<file path="src/rtl/dtfp_pkg.sv">
// shared types and constants for the decimal text to fixed-point parser
// standalone package, no dependencies
package dtfp_pkg;

  localparam int CFG_IDX_W  = 2;
  localparam int CFG_DATA_W = 5;

  localparam logic [CFG_IDX_W-1:0] CFG_FRAC_BITS    = 2'd0;
  localparam logic [CFG_IDX_W-1:0] CFG_INTEGER_MODE = 2'd1;

  localparam logic [4:0] FRAC_BITS_RESET = 5'd10;

  localparam logic [7:0] CHAR_ZERO  = 8'h30;
  localparam logic [7:0] CHAR_NINE  = 8'h39;
  localparam logic [7:0] CHAR_DOT   = 8'h2e;
  localparam logic [7:0] CHAR_MINUS = 8'h2d;

  localparam logic [31:0] INT32_MIN = 32'h8000_0000;

  typedef struct packed {
    logic [7:0] text_byte;
    logic       last_byte;
  } in_word_t;

  typedef struct packed {
    logic signed [31:0] parsed_value;
    logic [7:0]         consumed_count;
    logic               overflow_seen;
  } out_word_t;

  typedef enum logic [2:0] {
    ST_IDLE,
    ST_SHIFT,
    ST_PREP,
    ST_DIV,
    ST_ADD,
    ST_DONE
  } state_t;

endpackage

</file>
<file path="src/rtl/decimal_text_to_fixed_point.sv">
// top level of the decimal text to fixed-point parser
// depends on dtfp_pkg
//
// One character word is taken per cycle while the parser is idle; a non-last
// character is absorbed in the cycle it is accepted. A last character starts
// the result sequence: accept, shift and output load when no fraction term
// is needed; accept, shift, numerator load, 64 divide steps, add and output
// load when one is. The divide steps are run by the bit-serial restoring
// divider, 64 steps through a single 33-bit subtractor. One shifter
// serves both the integer scaling and the divider's numerator. The finished
// result sits in an output register, so characters of the next value are
// accepted while it waits to be taken. No clearing pass after reset.
module decimal_text_to_fixed_point #(
  parameter int MAX_TEXT_LEN = 255
) (
  input  logic                                clk,
  input  logic                                rst_n,
  input  logic                                in_valid,
  output logic                                in_stall,
  input  dtfp_pkg::in_word_t                  in_word,
  output logic                                out_valid,
  input  logic                                out_stall,
  output dtfp_pkg::out_word_t                 out_word,
  input  logic                                cfg_valid,
  output logic                                cfg_ready,
  input  logic [dtfp_pkg::CFG_IDX_W-1:0]      cfg_index,
  input  logic [dtfp_pkg::CFG_DATA_W-1:0]     cfg_data
);

  localparam int LIMIT_INT = (MAX_TEXT_LEN < 255) ? MAX_TEXT_LEN : 255;
  localparam logic [7:0] LIMIT = 8'(LIMIT_INT);

  dtfp_pkg::state_t state_r, state_nxt;

  logic [4:0]  frac_bits_r, frac_bits_nxt;
  logic        int_mode_r, int_mode_nxt;

  logic [31:0] acc_r, acc_nxt;
  logic [31:0] ipart_r, ipart_nxt;
  logic [31:0] fscale_r, fscale_nxt;
  logic        dot_r, dot_nxt;
  logic        neg_r, neg_nxt;
  logic        stop_r, stop_nxt;
  logic        wrap_r, wrap_nxt;
  logic [7:0]  pos_r, pos_nxt;

  logic [31:0] res_r, res_nxt;
  logic [63:0] dvd_r, dvd_nxt;
  logic [31:0] rem_r, rem_nxt;
  logic [31:0] div_r, div_nxt;
  logic        qneg_r, qneg_nxt;
  logic [5:0]  cnt_r, cnt_nxt;

  logic                out_valid_r, out_valid_nxt;
  dtfp_pkg::out_word_t out_word_r, out_word_nxt;

  logic        in_acc;
  logic        out_free;
  logic [35:0] acc_x10;
  logic [35:0] fsc_x10;
  logic        acc_ovf;
  logic        fsc_ovf;
  logic [31:0] ipart_sel;
  logic [31:0] acc_mag;
  logic [63:0] shf_in;
  logic [63:0] shf_out;
  logic        shf_ovf;
  logic        frac_term;
  logic [31:0] rem_sh;
  logic [32:0] rem_diff;
  logic [63:0] quo_s;
  logic        quo_ovf;
  logic [32:0] sum33;
  logic [31:0] res_final;

  assign in_acc    = in_valid && !in_stall;
  assign in_stall  = (state_r != dtfp_pkg::ST_IDLE);
  assign out_free  = !out_valid_r || !out_stall;
  assign cfg_ready = 1'b1;
  assign out_valid = out_valid_r;
  assign out_word  = out_word_r;

  // per-character accumulate
  assign acc_x10 = ({{4{acc_r[31]}}, acc_r} << 3) + ({{4{acc_r[31]}}, acc_r} << 1)
                 + {32'd0, in_word.text_byte[3:0]};
  assign fsc_x10 = ({{4{fscale_r[31]}}, fscale_r} << 3)
                 + ({{4{fscale_r[31]}}, fscale_r} << 1);
  assign acc_ovf = !((acc_x10[35:31] == 5'b00000) || (acc_x10[35:31] == 5'b11111));
  assign fsc_ovf = !((fsc_x10[35:31] == 5'b00000) || (fsc_x10[35:31] == 5'b11111));

  // shared shifter
  assign ipart_sel = dot_r ? ipart_r : acc_r;
  assign acc_mag   = acc_r[31] ? (32'd0 - acc_r) : acc_r;
  assign shf_in    = (state_r == dtfp_pkg::ST_PREP) ? {32'd0, acc_mag}
                                                    : {{32{ipart_sel[31]}}, ipart_sel};
  assign shf_out   = shf_in << frac_bits_r;
  assign shf_ovf   = !((shf_out[63:31] == {33{1'b0}}) || (shf_out[63:31] == {33{1'b1}}));
  assign frac_term = dot_r && !fscale_r[31] && (fscale_r[30:1] != 30'd0);

  // divider step
  assign rem_sh   = {rem_r[30:0], dvd_r[63]};
  assign rem_diff = {1'b0, rem_sh} - {1'b0, div_r};

  assign quo_s   = qneg_r ? (64'd0 - dvd_r) : dvd_r;
  assign quo_ovf = !((quo_s[63:31] == {33{1'b0}}) || (quo_s[63:31] == {33{1'b1}}));
  assign sum33   = {res_r[31], res_r} + {quo_s[31], quo_s[31:0]};

  assign res_final = neg_r ? (32'd0 - res_r) : res_r;

  always_comb begin
    state_nxt     = state_r;
    frac_bits_nxt = frac_bits_r;
    int_mode_nxt  = int_mode_r;
    acc_nxt       = acc_r;
    ipart_nxt     = ipart_r;
    fscale_nxt    = fscale_r;
    dot_nxt       = dot_r;
    neg_nxt       = neg_r;
    stop_nxt      = stop_r;
    wrap_nxt      = wrap_r;
    pos_nxt       = pos_r;
    res_nxt       = res_r;
    dvd_nxt       = dvd_r;
    rem_nxt       = rem_r;
    div_nxt       = div_r;
    qneg_nxt      = qneg_r;
    cnt_nxt       = cnt_r;
    out_valid_nxt = out_valid_r;
    out_word_nxt  = out_word_r;

    if (out_valid_r && !out_stall) begin
      out_valid_nxt = 1'b0;
    end

    if (cfg_valid && cfg_ready) begin
      case (cfg_index)
        dtfp_pkg::CFG_FRAC_BITS:    frac_bits_nxt = cfg_data;
        dtfp_pkg::CFG_INTEGER_MODE: int_mode_nxt  = cfg_data[0];
        default: ;
      endcase
    end

    case (state_r)
      dtfp_pkg::ST_IDLE: begin
        if (in_acc) begin
          if (!stop_r) begin
            if (pos_r >= LIMIT) begin
              stop_nxt = 1'b1;
            end else if (in_word.text_byte inside
                         {[dtfp_pkg::CHAR_ZERO:dtfp_pkg::CHAR_NINE]}) begin
              acc_nxt  = acc_x10[31:0];
              wrap_nxt = wrap_r | acc_ovf | (dot_r & fsc_ovf);
              if (dot_r) begin
                fscale_nxt = fsc_x10[31:0];
              end
              pos_nxt = pos_r + 8'd1;
            end else if (in_word.text_byte == dtfp_pkg::CHAR_DOT && !int_mode_r && !dot_r) begin
              ipart_nxt  = acc_r;
              acc_nxt    = 32'd0;
              fscale_nxt = 32'd1;
              dot_nxt    = 1'b1;
              pos_nxt    = pos_r + 8'd1;
            end else if (in_word.text_byte == dtfp_pkg::CHAR_MINUS && pos_r == 8'd0) begin
              neg_nxt = 1'b1;
              pos_nxt = pos_r + 8'd1;
            end else begin
              stop_nxt = 1'b1;
            end
          end
          if (in_word.last_byte) begin
            state_nxt = dtfp_pkg::ST_SHIFT;
          end
        end
      end
      dtfp_pkg::ST_SHIFT: begin
        if (int_mode_r) begin
          res_nxt   = ipart_sel;
          state_nxt = dtfp_pkg::ST_DONE;
        end else begin
          res_nxt   = shf_out[31:0];
          wrap_nxt  = wrap_r | shf_ovf;
          state_nxt = frac_term ? dtfp_pkg::ST_PREP : dtfp_pkg::ST_DONE;
        end
      end
      dtfp_pkg::ST_PREP: begin
        dvd_nxt   = shf_out;
        rem_nxt   = 32'd0;
        div_nxt   = fscale_r;
        qneg_nxt  = acc_r[31];
        cnt_nxt   = 6'd0;
        state_nxt = dtfp_pkg::ST_DIV;
      end
      dtfp_pkg::ST_DIV: begin
        if (!rem_diff[32]) begin
          rem_nxt = rem_diff[31:0];
          dvd_nxt = {dvd_r[62:0], 1'b1};
        end else begin
          rem_nxt = rem_sh;
          dvd_nxt = {dvd_r[62:0], 1'b0};
        end
        cnt_nxt = cnt_r + 6'd1;
        if (cnt_r == 6'd63) begin
          state_nxt = dtfp_pkg::ST_ADD;
        end
      end
      dtfp_pkg::ST_ADD: begin
        res_nxt   = sum33[31:0];
        wrap_nxt  = wrap_r | quo_ovf | (sum33[32] != sum33[31]);
        state_nxt = dtfp_pkg::ST_DONE;
      end
      dtfp_pkg::ST_DONE: begin
        if (out_free) begin
          out_valid_nxt                = 1'b1;
          out_word_nxt.parsed_value    = res_final;
          out_word_nxt.consumed_count  = pos_r;
          out_word_nxt.overflow_seen   = wrap_r | (neg_r && res_r == dtfp_pkg::INT32_MIN);
          acc_nxt    = 32'd0;
          ipart_nxt  = 32'd0;
          fscale_nxt = 32'd0;
          dot_nxt    = 1'b0;
          neg_nxt    = 1'b0;
          stop_nxt   = 1'b0;
          wrap_nxt   = 1'b0;
          pos_nxt    = 8'd0;
          state_nxt  = dtfp_pkg::ST_IDLE;
        end
      end
      default: state_nxt = dtfp_pkg::ST_IDLE;
    endcase
  end

  always_ff @(posedge clk) begin
    if (!rst_n) begin
      state_r     <= dtfp_pkg::ST_IDLE;
      frac_bits_r <= dtfp_pkg::FRAC_BITS_RESET;
      int_mode_r  <= 1'b0;
      acc_r       <= 32'd0;
      ipart_r     <= 32'd0;
      fscale_r    <= 32'd0;
      dot_r       <= 1'b0;
      neg_r       <= 1'b0;
      stop_r      <= 1'b0;
      wrap_r      <= 1'b0;
      pos_r       <= 8'd0;
      cnt_r       <= 6'd0;
      out_valid_r <= 1'b0;
    end else begin
      state_r     <= state_nxt;
      frac_bits_r <= frac_bits_nxt;
      int_mode_r  <= int_mode_nxt;
      acc_r       <= acc_nxt;
      ipart_r     <= ipart_nxt;
      fscale_r    <= fscale_nxt;
      dot_r       <= dot_nxt;
      neg_r       <= neg_nxt;
      stop_r      <= stop_nxt;
      wrap_r      <= wrap_nxt;
      pos_r       <= pos_nxt;
      cnt_r       <= cnt_nxt;
      out_valid_r <= out_valid_nxt;
    end
  end

  // datapath, no reset
  always_ff @(posedge clk) begin
    res_r      <= res_nxt;
    dvd_r      <= dvd_nxt;
    rem_r      <= rem_nxt;
    div_r      <= div_nxt;
    qneg_r     <= qneg_nxt;
    out_word_r <= out_word_nxt;
  end

endmodule

</file>
<file path="config.mk">
export PLATFORM = sky130hd
export DESIGN_NAME = decimal_text_to_fixed_point
export DESIGN_NICKNAME = d
export VERILOG_FILES = /design/src/rtl/dtfp_pkg.sv /design/src/rtl/decimal_text_to_fixed_point.sv
export SDC_FILE = /design/constraint.sdc
export NUM_CORES = 1
export LEC_CHECK = 0
export BUFFER_PORTS_ARGS = -buffer_cell sky130_fd_sc_hd__buf_2
export CAP_MARGIN = 20
export CORE_ASPECT_RATIO = 0.6
export CORE_UTILIZATION = 65
export CTS_CLUSTER_SIZE = 30
export DETAILED_ROUTE_END_ITERATION = 8
export PLACE_DENSITY = 0.82
export SYNTH_ARGS = -nofsm -noshare
export SYNTH_HDL_FRONTEND = slang
export SYNTH_SLANG_ARGS = --single-unit
</file>
<file path="constraint.sdc">
create_clock -name clk -period 7.2 [get_ports clk]
set_clock_uncertainty 0.2 [all_clocks]
set_input_delay 1.08 -clock clk [delete_from_list [all_inputs] [get_ports clk]]
set_output_delay 1.08 -clock clk [all_outputs]
set_load 0.005 [all_outputs]
</file>
After elaboration in Yosys (flattened, before gate mapping). Index checks and enable logic that the tools add are counted.

Flip-flop bits (word level): 325. Bits of input ports: 21. Output and inout bits: 44. Word-level logic and storage cells: 197.

Shifts and indexed selects: 1. Equality and inequality tests: 30. Multiplexer cells: 77. Reductions and logical operators: 48. Bitwise gates (word level): 7. $lt $le $gt $ge: 3. Add/subtract/negate cells: 10.

Operator list (count): $mux 32 (21); $pmux 32 s2 (4); $mux 64 (2); $pmux 64 s2 (1); $add 35x33->36 (2); $eq 33x33->1 const B (2); $logic_not 33->1 (2); $shl 64x5->64 (1); $sub 1x32->32 const A (2); $sub 1x64->64 const A (1); $pmux 31 s2 (1); $mux 8 (7); $add 36x4->36 (1); $add 32x32->33 (1); $sub 32x32->33 (1); $eq 32x32->1 const B (1); $mux 31 (1); $reduce_bool 30->1 (1); $mux 1 (27); $ne 2x2->1 const B (12); $reduce_and 7->1 (3); $mux 3 (6); $pmux 3 s6 (1); $eq 8x6->1 const B (2); 35 further kinds (73).

Longest topological paths before layout. Gate-level depths: netlist of the first run.

Depth in word-level cells: 12. Gate-level depth with buffers: 21.

Least setup slack after synthesis of the first run. No wires, ideal clock.

Path type: input-to-reg. From: in in_word[4] (netlist name). To: reg wrap_r. Required time: 6.880 ns. Arrival time: 4.703 ns. Setup time: 0.120 ns. Slack: 2.178 ns. Stages on the path: 17. Cells stage by stage: inv_1 -> fa_1 -> inv_1 -> fa_1 -> a211oi_1 -> o21ai_0 -> a31oi_1 -> a221o_1 -> o221ai_1 -> o21ai_0 -> o211ai_1 -> a21boi_0 -> xnor2_1 -> or4_1 -> mux2i_1 -> a21oi_1 -> o31a_1.

Word-level cells in the longest chain between the ends: 11. Elaborated cells between the ends (all ways): 17.

RTL lines: start: declaration (line decimal_text_to_fixed_point.sv:20) `input dtfp_pkg::in_word_t in_word,`; $add 36x4->36 (line decimal_text_to_fixed_point.sv:85) `+ {32'd0, in_word.text_byte[3:0]};`; $eq 5x5->1 / $logic_not 5->1 (equally long branches) (line decimal_text_to_fixed_point.sv:88) `assign acc_ovf = !((acc_x10[35:31] == 5'b00000) || (acc_x10[35:31] == 5'b11111));`; $logic_or 1x1->1 (line decimal_text_to_fixed_point.sv:88); $logic_not 1->1 (line decimal_text_to_fixed_point.sv:88); $or 1x1->1 (2 in a row) (line decimal_text_to_fixed_point.sv:152) `wrap_nxt = wrap_r | acc_ovf | (dot_r & fsc_ovf);`; $mux 1 (line decimal_text_to_fixed_point.sv:149) `end else if (in_word.text_byte inside`; $mux 1 (line decimal_text_to_fixed_point.sv:147) `if (pos_r >= LIMIT) begin`; $mux 1 (line decimal_text_to_fixed_point.sv:146) `if (!stop_r) begin`; $mux 1 (line decimal_text_to_fixed_point.sv:145) `if (in_acc) begin`; $pmux 1 s4 (line decimal_text_to_fixed_point.sv:143) `case (state_r)`; end signal: assignment (line decimal_text_to_fixed_point.sv:257) `wrap_r <= wrap_nxt;`; end: declaration (line decimal_text_to_fixed_point.sv:44) `logic wrap_r, wrap_nxt;`.

Parallel ways exist; a longest one is shown, timed or not. The select of a mux whose other input is x is not followed. A chain may end at the register's enable or synchronous reset.

Worst setup path after layout of the first run.
From: reg dvd_r[9]. To: reg wrap_r.

Word-level cells in the longest chain between the ends: 8. Elaborated cells between the ends (all ways): 11.

RTL lines: start: declaration (line decimal_text_to_fixed_point.sv:48) `logic [63:0] dvd_r, dvd_nxt;`; start signal: assignment (line decimal_text_to_fixed_point.sv:267) `dvd_r <= dvd_nxt;`; $sub 1x64->64 (line decimal_text_to_fixed_point.sv:104) `assign quo_s = qneg_r ? (64'd0 - dvd_r) : dvd_r;`; $mux 64 (*) (line decimal_text_to_fixed_point.sv:104); parallel branches: the longest is 4 deep, another holds $add 32x32->33; $or 1x1->1 (*) (line decimal_text_to_fixed_point.sv:208) `wrap_nxt = wrap_r | quo_ovf | (sum33[32] != sum33[31]);`; $pmux 1 s4 (*) (line decimal_text_to_fixed_point.sv:143).

Mark *: on every way between the ends.

==> results of run 1 <==
## routing by layer
layer  vias up  GRT usage [%]  part of all wire [%]
li1      11839              -                     -
met1     12571           63.2                    42
met2      2144           59.8                    39
met3       248           12.7                    16
met4         0           9.30                   2.6
met5         -              0                     0
## final cells by class
type,instances,area [sq um]
clock inverter,20,240
fill,2936,11400
sequential,325,8520
multi-input combinational,2591,16800
antenna,4,10.0
timing repair buffer,106,698
inverter,103,390
tap,522,653
clock buffer,38,885
## critical path, stage by stage (launching register included)
cell,delay [ns]
edfxtp_1,0.49
or4_1,0.59
or4_1,0.62
nor4_2,0.76
nor2_1,0.14
xor2_1,0.31
ha_1,0.35
o21ai_0,0.14
nor2_1,0.08
a31oi_1,0.19
a31oi_1,0.16
a21boi_0,0.36
a211oi_1,0.15
o21a_1,0.21
o21ai_0,0.33
o21ai_0,0.19
xnor2_1,0.25
nor2_1,0.15
o31a_1,0.27
## synth_stat cells, types with 32 or more instances
master / count
a22oi_1: 64
o211ai_1: 50
mux2i_1: 70
a211oi_1: 37
edfxtp_1: 201
a21o_1: 38
o21ai_0: 200
nor4_1: 35
nand3_1: 84
inv_1: 100
or3_1: 48
a21oi_1: 247
dfxtp_1: 124
ha_1: 165
clkbuf_1: 151
nor3_1: 97
o31ai_1: 39
xnor2_1: 142
nand4_1: 32
nand2_1: 347
nor2_1: 345
nand2b_1: 38
xor2_1: 46
## registers in the layout (all words and copies together) (netlist names), 8 cells and up
| register | cells |
|---|---|
| out_word | 41 |
| ipart_r | 32 |
| div_r | 32 |
| dvd_r | 64 |
| acc_r | 32 |
| fscale_r | 32 |
| res_r | 32 |
| rem_r | 31 |
| pos_r | 8 |
## per-stage QoR
stage	hold WS (ns)	cell area, sq um	power (mW)	utilization, %
after CTS	0.254	28200	4.37	71.1
after floorplan	0.228	26500	2.42	-
after detailed placement	0.245	27000	2.57	68.3
after global routing	0.269	28200	4.50	71.3
final	0.255	28200	4.42	71.3
after global placement	0.239	27000	2.56	68.2
## path summary, 6_finish.rpt
check | startpoint | endpoint | slack [ns] | cells past startpoint
worst min-delay path | ipart_r[20]$_SDFFE_PN0P_ | ipart_r[20]$_SDFFE_PN0P_ | 0.26 | 2
worst max-delay path | dvd_r[9]$_DFFE_PP_ | wrap_r$_SDFFE_PN0P_ | 1.18 | 18
worst min register to register | ipart_r[20]$_SDFFE_PN0P_ | ipart_r[20]$_SDFFE_PN0P_ | 0.26 | 2
worst max register to register | dvd_r[9]$_DFFE_PP_ | wrap_r$_SDFFE_PN0P_ | 1.18 | 18
## kinds of logic (layout without fill, tap and decap cells)
kind of cell	count (synthesis)	after routing	share of synthesized area, %
compound gates	936	936	23.0
xor+xnor	188	188	6.22
fa+ha+maj	170	170	8.18
buf+inv	299	267	4.37
flops	325	325	32.2
mux	106	106	4.53
other cells	1	5	0.0142
simple gates	1190	1190	21.5
## power by group
| group | internal [mW] | total [mW] | leakage (nW) | switching, mW |
|---|---|---|---|---|
| Combinational | 0.176 | 0.497 | 7.34 | 0.321 |
| Clock | 1.03 | 1.85 | 0.546 | 0.822 |
| Sequential | 2.01 | 2.07 | 2.90 | 0.0591 |
| Total | 3.21 | 4.42 | 10.8 | 1.20 |
==> summary.txt, run 1 <==
Cells and area
  • Fin nets: 3349
  • Most common cell after layout, fill and taps aside: nand2_1
  • Fin cells: 3709
  • Most frequent cells in the layout: nand2_1 (345), nor2_1 (343), a21oi_1 (247), edfxtp_1 (201), o21ai_0 (200)
  • Area delta synth->final: 6.65%
  • Layout cells sized above 1: 7.82%

Power
  • Maximum VDD drop: 0.000193 V
  • Pwr per Cell Area: 157 nW/um^2
  • LEAKAGE: 10.8 nW

CTS
  • Clock Path Buffers: 3
  • Clock slew at reported path FFs: roughly 0.07 ns
  • Setup bufs post-CTS: 0
  • Clk sinks: 325
  • CTS tree: done
  • Inserted Clock Buffers: 31
  • Root buf cell: clkbuf_16
  • H-tree depth: 1
  • Hold buffers post-CTS: 0
  • Post_cts resized: 0
  • Clock latency on the worst-skew pair: 0.64 ns

Yosys
  • Mean Syn Cell Area: between 8 and 9 sq um
  • Post-Syn Area: 26500 sq um
  • Yosys cell types: 97
  • Post-synth top flop: edfxtp_1
  • Syn Inst Count: 3215
  • Post-synth top area share: 22.8%
  • Seq/Total Area, Yosys: 32.2%
  • Synth warn: 0
  • Synthesized Nets: 3406
  • Asr flop ratio synth: 0%
  • Post-synth EDFFs: roughly 200
  • Post-synth top area cell: edfxtp_1
  • Synth top area cells: edfxtp_1 (23%), dfxtp_1 (9.4%), ha_1 (7.8%)
  • #FFs+latches synth: around 330

Global route
  • Total GRT Usage: between 40 and 50%
  • Global route total overflow: 0
  • Initial antenna violation count: 5
  • Global-route wire length before repair: 139 mm
  • Vias in the first global route: 23809
  • Largest net degree at the start of global routing: 98

Die
  • Row count: 56
  • Die width: 262 microns
  • Starting Density: between 60% and 70%
  • Die area: 41500 sq um
  • Chip Height: 158 microns
  • # IOs: 65
  • Area of the core: 39600 sq um

Outcome
  • Failing checks: design-rule violations
  • Status: finished, violations left

Routing
  • Drt via density: between 7 and 8
  • Drt pass-1 iters: 9
  • DR WL/cell: 24.5 microns
  • Drc violations: 1
  • Via Count: 26802
  • Starting DRT DRC Count: around 5600
  • Final ANT Viol Nets: 0
  • Final WL: slightly above 90 mm

Placement
  • Post-DP HPWL: 68.1 mm
  • Pre-CTS setup slack: 1.08 ns
  • Gpl congestion: 1.03
  • Port bufs: 63
  • Dpl cells: 3645

Timing
  • RSZ-0062 raised after global routing: false
  • Fin worst setup slack: 1.18 ns
  • Final hold vios: 0
  • Setup TNS: 0 ns
  • Slew headroom: 19.3%
  • Slew @ Worst Pin: 1.20 ns
  • Fin crit share: 83.6%
  • Finish-stage setup viols: 0
  • Max-slew violation count: 0
  • Fin crit period: 6.02 ns
  • Max Freq: 166 MHz

Critical path
  • Setup CP Type: reg2reg
  • Worst Path Required: ~7.5 ns
  • Largest fanout on the critical path: 7
  • Worst setup EP type: register
  • Critical Path AT: 6.35 ns
  • CP startpoint kind: register

Run
  • Maxcap violations: 0

Min path
  • HP Class: reg2reg
No activity file was read; power rests on OpenSTA's default activity.
==> run 2: changes to the inputs <==
Settings changed: ABC_AREA from default to 1, CORE_UTILIZATION 65 to 59, PLACE_DENSITY 0.82 to 0.79.
Clock period 7.2 ns to 5.1 ns, I/O delays scaled along.
==> run 2 against run 1 <==
The flow now finishes without violations. Clock-buffer cell count stayed put. Clock power is 35% higher. Register-to-register slack got worse by 0.65 ns. Non-clock buffer count up 3. Critical path type unchanged.
==> summary.txt, run 2 <==
Timing
  • Final hold vios: 0
  • Slew headroom: 30.3%
  • Setup TNS: 0 ns
  • RSZ-0062 raised after global routing: false
  • Fin crit share: between 80% and 90%
  • Max Freq: 219 MHz
  • Slew @ Worst Pin: 1.04 ns
  • Max-slew violation count: 0
  • Finish-stage setup viols: 0
  • Fin crit period: 4.56 ns

Yosys
  • Synth Area in Compound Gates: 15.2%
  • Post-synth top flop: edfxtp_1
  • Post-synth top area cell: edfxtp_1
  • #FFs+latches synth: 325
  • Post-synthesis mux area share: 0%
  • Mean Syn Cell Area: 6.84 sq um
  • Yosys cell types: 65
  • Seq/Total Area, Yosys: 30.6%
  • Top-count cell post-synth: nand2_1
  • Commonest cells post-synth: nand2_1 (1075), nand3_1 (406), inv_1 (353), nor2_1 (347), a21oi_1 (312)
  • Xor-xnor portion of the synthesized cell area: 5.06%
  • Synthesized Nets: 4265
  • Post-Syn Area: 27900 sq um
  • Simple-gate share of the synthesized area: 33.8%
  • Post-Synth Adder-Cell Area: a little under 8%
  • Post-synth top area share: 21.6%
  • Syn Inst Count: 4074
  • Asr flop ratio synth: 0%
  • Synth warn: 0
  • Synth top area cells: edfxtp_1 (22%), nand2_1 (14%), dfxtp_1 (8.9%)
  • Largest family of logic cells by synthesized area: simple AND/OR/NAND/NOR gates
  • Post-synth EDFFs: 201

Global route
  • Initial antenna violation count: 2
  • Vias in the first global route: 24195
  • Largest net degree at the start of global routing: a little under 100
  • Total GRT Usage: 37.1%
  • Global-route wire length before repair: 139 mm
  • Global route total overflow: 0

Routing
  • Drt via density: between 6 and 7
  • Met3 routed WL: between 10 and 15 mm
  • DR WL met2: 31.8 mm
  • Top Layer Used: met5
  • Final ANT Viol Nets: 0
  • Final WL: around 90 mm
  • Starting DRT DRC Count: 4374
  • Wl on met1: 42.2 mm
  • Via Count: 28712
  • Drc violations: 0
  • DR WL/cell: 19.1 microns
  • Drt pass-1 iters: 7

Critical path
  • Worst path depth: 24
  • Largest fanout on the critical path: 5
  • Worst path top cell family by delay: simple AND/OR/NAND/NOR gates
  • Slowest CP cell: edfxtp_1
  • WP buf/inv: 4
  • Setup CP Type: reg2reg
  • Worst setup EP type: register
  • FF-to-FF path depth: 24
  • Critical Path AT: between 4 and 5 ns
  • Crit-path cells: nor2_2, nand4_2, nor2_1, nand2_1, nor3_1, inv_1, nor2_1, inv_1, o41ai_1, xor2_1, ha_1, a21oi_1, inv_1, a31oi_1, o21ai_0, a2111oi_0, nand2_1, xor2_1, inv_1, nand4_1, nand2_1, nand3_1, nand2_1, a21oi_1
  • CP startpoint kind: register
  • Crit-path max cell delay: 0.43 ns
  • Worst Path Required: 5.32 ns

CTS
  • Root buf cell: clkbuf_16
  • CTS tree: done
  • Setup bufs post-CTS: 0
  • Hold buffers post-CTS: 0
  • Post_cts resized: 0
  • Clock Path Buffers: 3
  • Inserted Clock Buffers: 34
  • Clock latency on the worst-skew pair: 0.56 ns
  • H-tree depth: 2
  • Clk sinks: 325
  • Clock slew at reported path FFs: 0.07 ns

Min path
  • HP Class: reg2reg
  • WHS Path Cells: 0

Cells and area
  • Area delta synth->final: 6.71%
  • Most common cell after layout, fill and taps aside: nand2_1
  • Top reg by flops: dvd_r
  • Most frequent cells in the layout: nand2_1 (1074), nand3_1 (406), inv_1 (353), nor2_1 (343), a21oi_1 (312)
  • Max reg flops: 64
  • Fin nets: 4254
  • Layout cells sized above 1: 8.03%

Power
  • Sw power: about 1.8 mW
  • Maximum VDD drop: 0.000194 V
  • Switching share of power: 29.0%
  • Power, Total: 6.19 mW
  • Sequential share of power: 46.7%
  • LEAKAGE: 13.1 nW
  • Pwr per Cell Area: 208 nW/um^2
  • Combinational power share: 13.1%
  • Int Power: 4.39 mW
  • Clk network pwr share: about two fifths

Die
  • Area of the core: 46500 sq um
  • Row count: between 60 and 70
  • Die width: 283 microns
  • Starting Density: 60.0%
  • Die area: 48200 sq um
  • # IOs: 65
  • Chip Height: 170 microns

Placement
  • Post-DP HPWL: 69.2 mm
  • Gpl congestion: between 1 and 1.5
  • Port bufs: 63

Outcome
  • Status: finished, final reports clean

Run
  • Maxcap violations: 0
run 2: final cells by class:
cell class | instances | area [sq um]
Multi-Input combinational cell | 3221 | 17300
Fill cell | 4224 | 16700
Sequential cell | 325 | 8520
Inverter | 372 | 1400
Clock buffer | 38 | 886
Tap cell | 630 | 788
Timing Repair Buffer | 109 | 698
Clock inverter | 22 | 189
Antenna cell | 1 | 2.50
run 2: final timing paths:
path / from / end / slack, ns
setup / recovery: dvd_r[3]$_DFFE_PP_ / wrap_r$_SDFFE_PN0P_ / 0.54
hold / removal: pos_r[5]$_SDFFE_PN0P_ / out_word[6]$_DFFE_PP_ / 0.24
setup reg to reg: dvd_r[3]$_DFFE_PP_ / wrap_r$_SDFFE_PN0P_ / 0.54
hold reg to reg: pos_r[5]$_SDFFE_PN0P_ / out_word[6]$_DFFE_PP_ / 0.24
run 2: worst reg2reg max path, stage by stage, from the launching register on:
cell and delay [ns]:
edfxtp_1 0.43, nor2_2 0.23, nand4_2 0.14, nor2_1 0.18, nand2_1 0.10, nor3_1 0.26
inv_1 0.07, nor2_1 0.13, inv_1 0.10, o41ai_1 0.35, xor2_1 0.19, ha_1 0.29
a21oi_1 0.14, inv_1 0.07, a31oi_1 0.13, o21ai_0 0.14, a2111oi_0 0.37, nand2_1 0.12
xor2_1 0.17, inv_1 0.06, nand4_1 0.17, nand2_1 0.18, nand3_1 0.09, nand2_1 0.07
a21oi_1 0.05
run 2: logic make-up (layout without fill, tap and decap cells):
family                     Yosys count  in the layout
buffers and inverters              528            541
DFF                                325            325
and+or+nand+nor                   2121           2121
xor gates and xnor gates           161            161
AOI/OAI and AO/OA                  768            768
adders and majority gates          170            170
other                                1              2
run 2: stage by stage:
step	setup WS, ns	util (%)	area [sq um]	std cells	hold WS, ns
3_3_place_gp	0.662	61.7	28700	4656	0.225
6_report	0.538	64.0	29800	4718	0.244
2_1_floorplan	0.751	-	27900	4074	0.208
3_5_place_dp	0.559	61.7	28700	4656	0.219
5_1_grt	0.159	64.0	29800	4717	0.257
4_1_cts	0.587	64.0	29700	4716	0.237
run 2: power groups by stage:
stage               Combinational (mW)  Clock, mW  Sequential [mW]
floorplan                        0.567          0             2.92
global placement                 0.763          0             2.94
detailed placement               0.767          0             2.94
CTS                              0.773       2.51             2.89
global route                     0.885       2.62             2.89
finish                           0.809       2.49             2.89
run 2: layer usage:
layer / vias up / track usage (%)
li1: 13780 / -
met5: - / 2.46
met2: 1788 / 45.2
met4: 8 / 5.92
met3: 119 / 13.4
met1: 13017 / 59.8
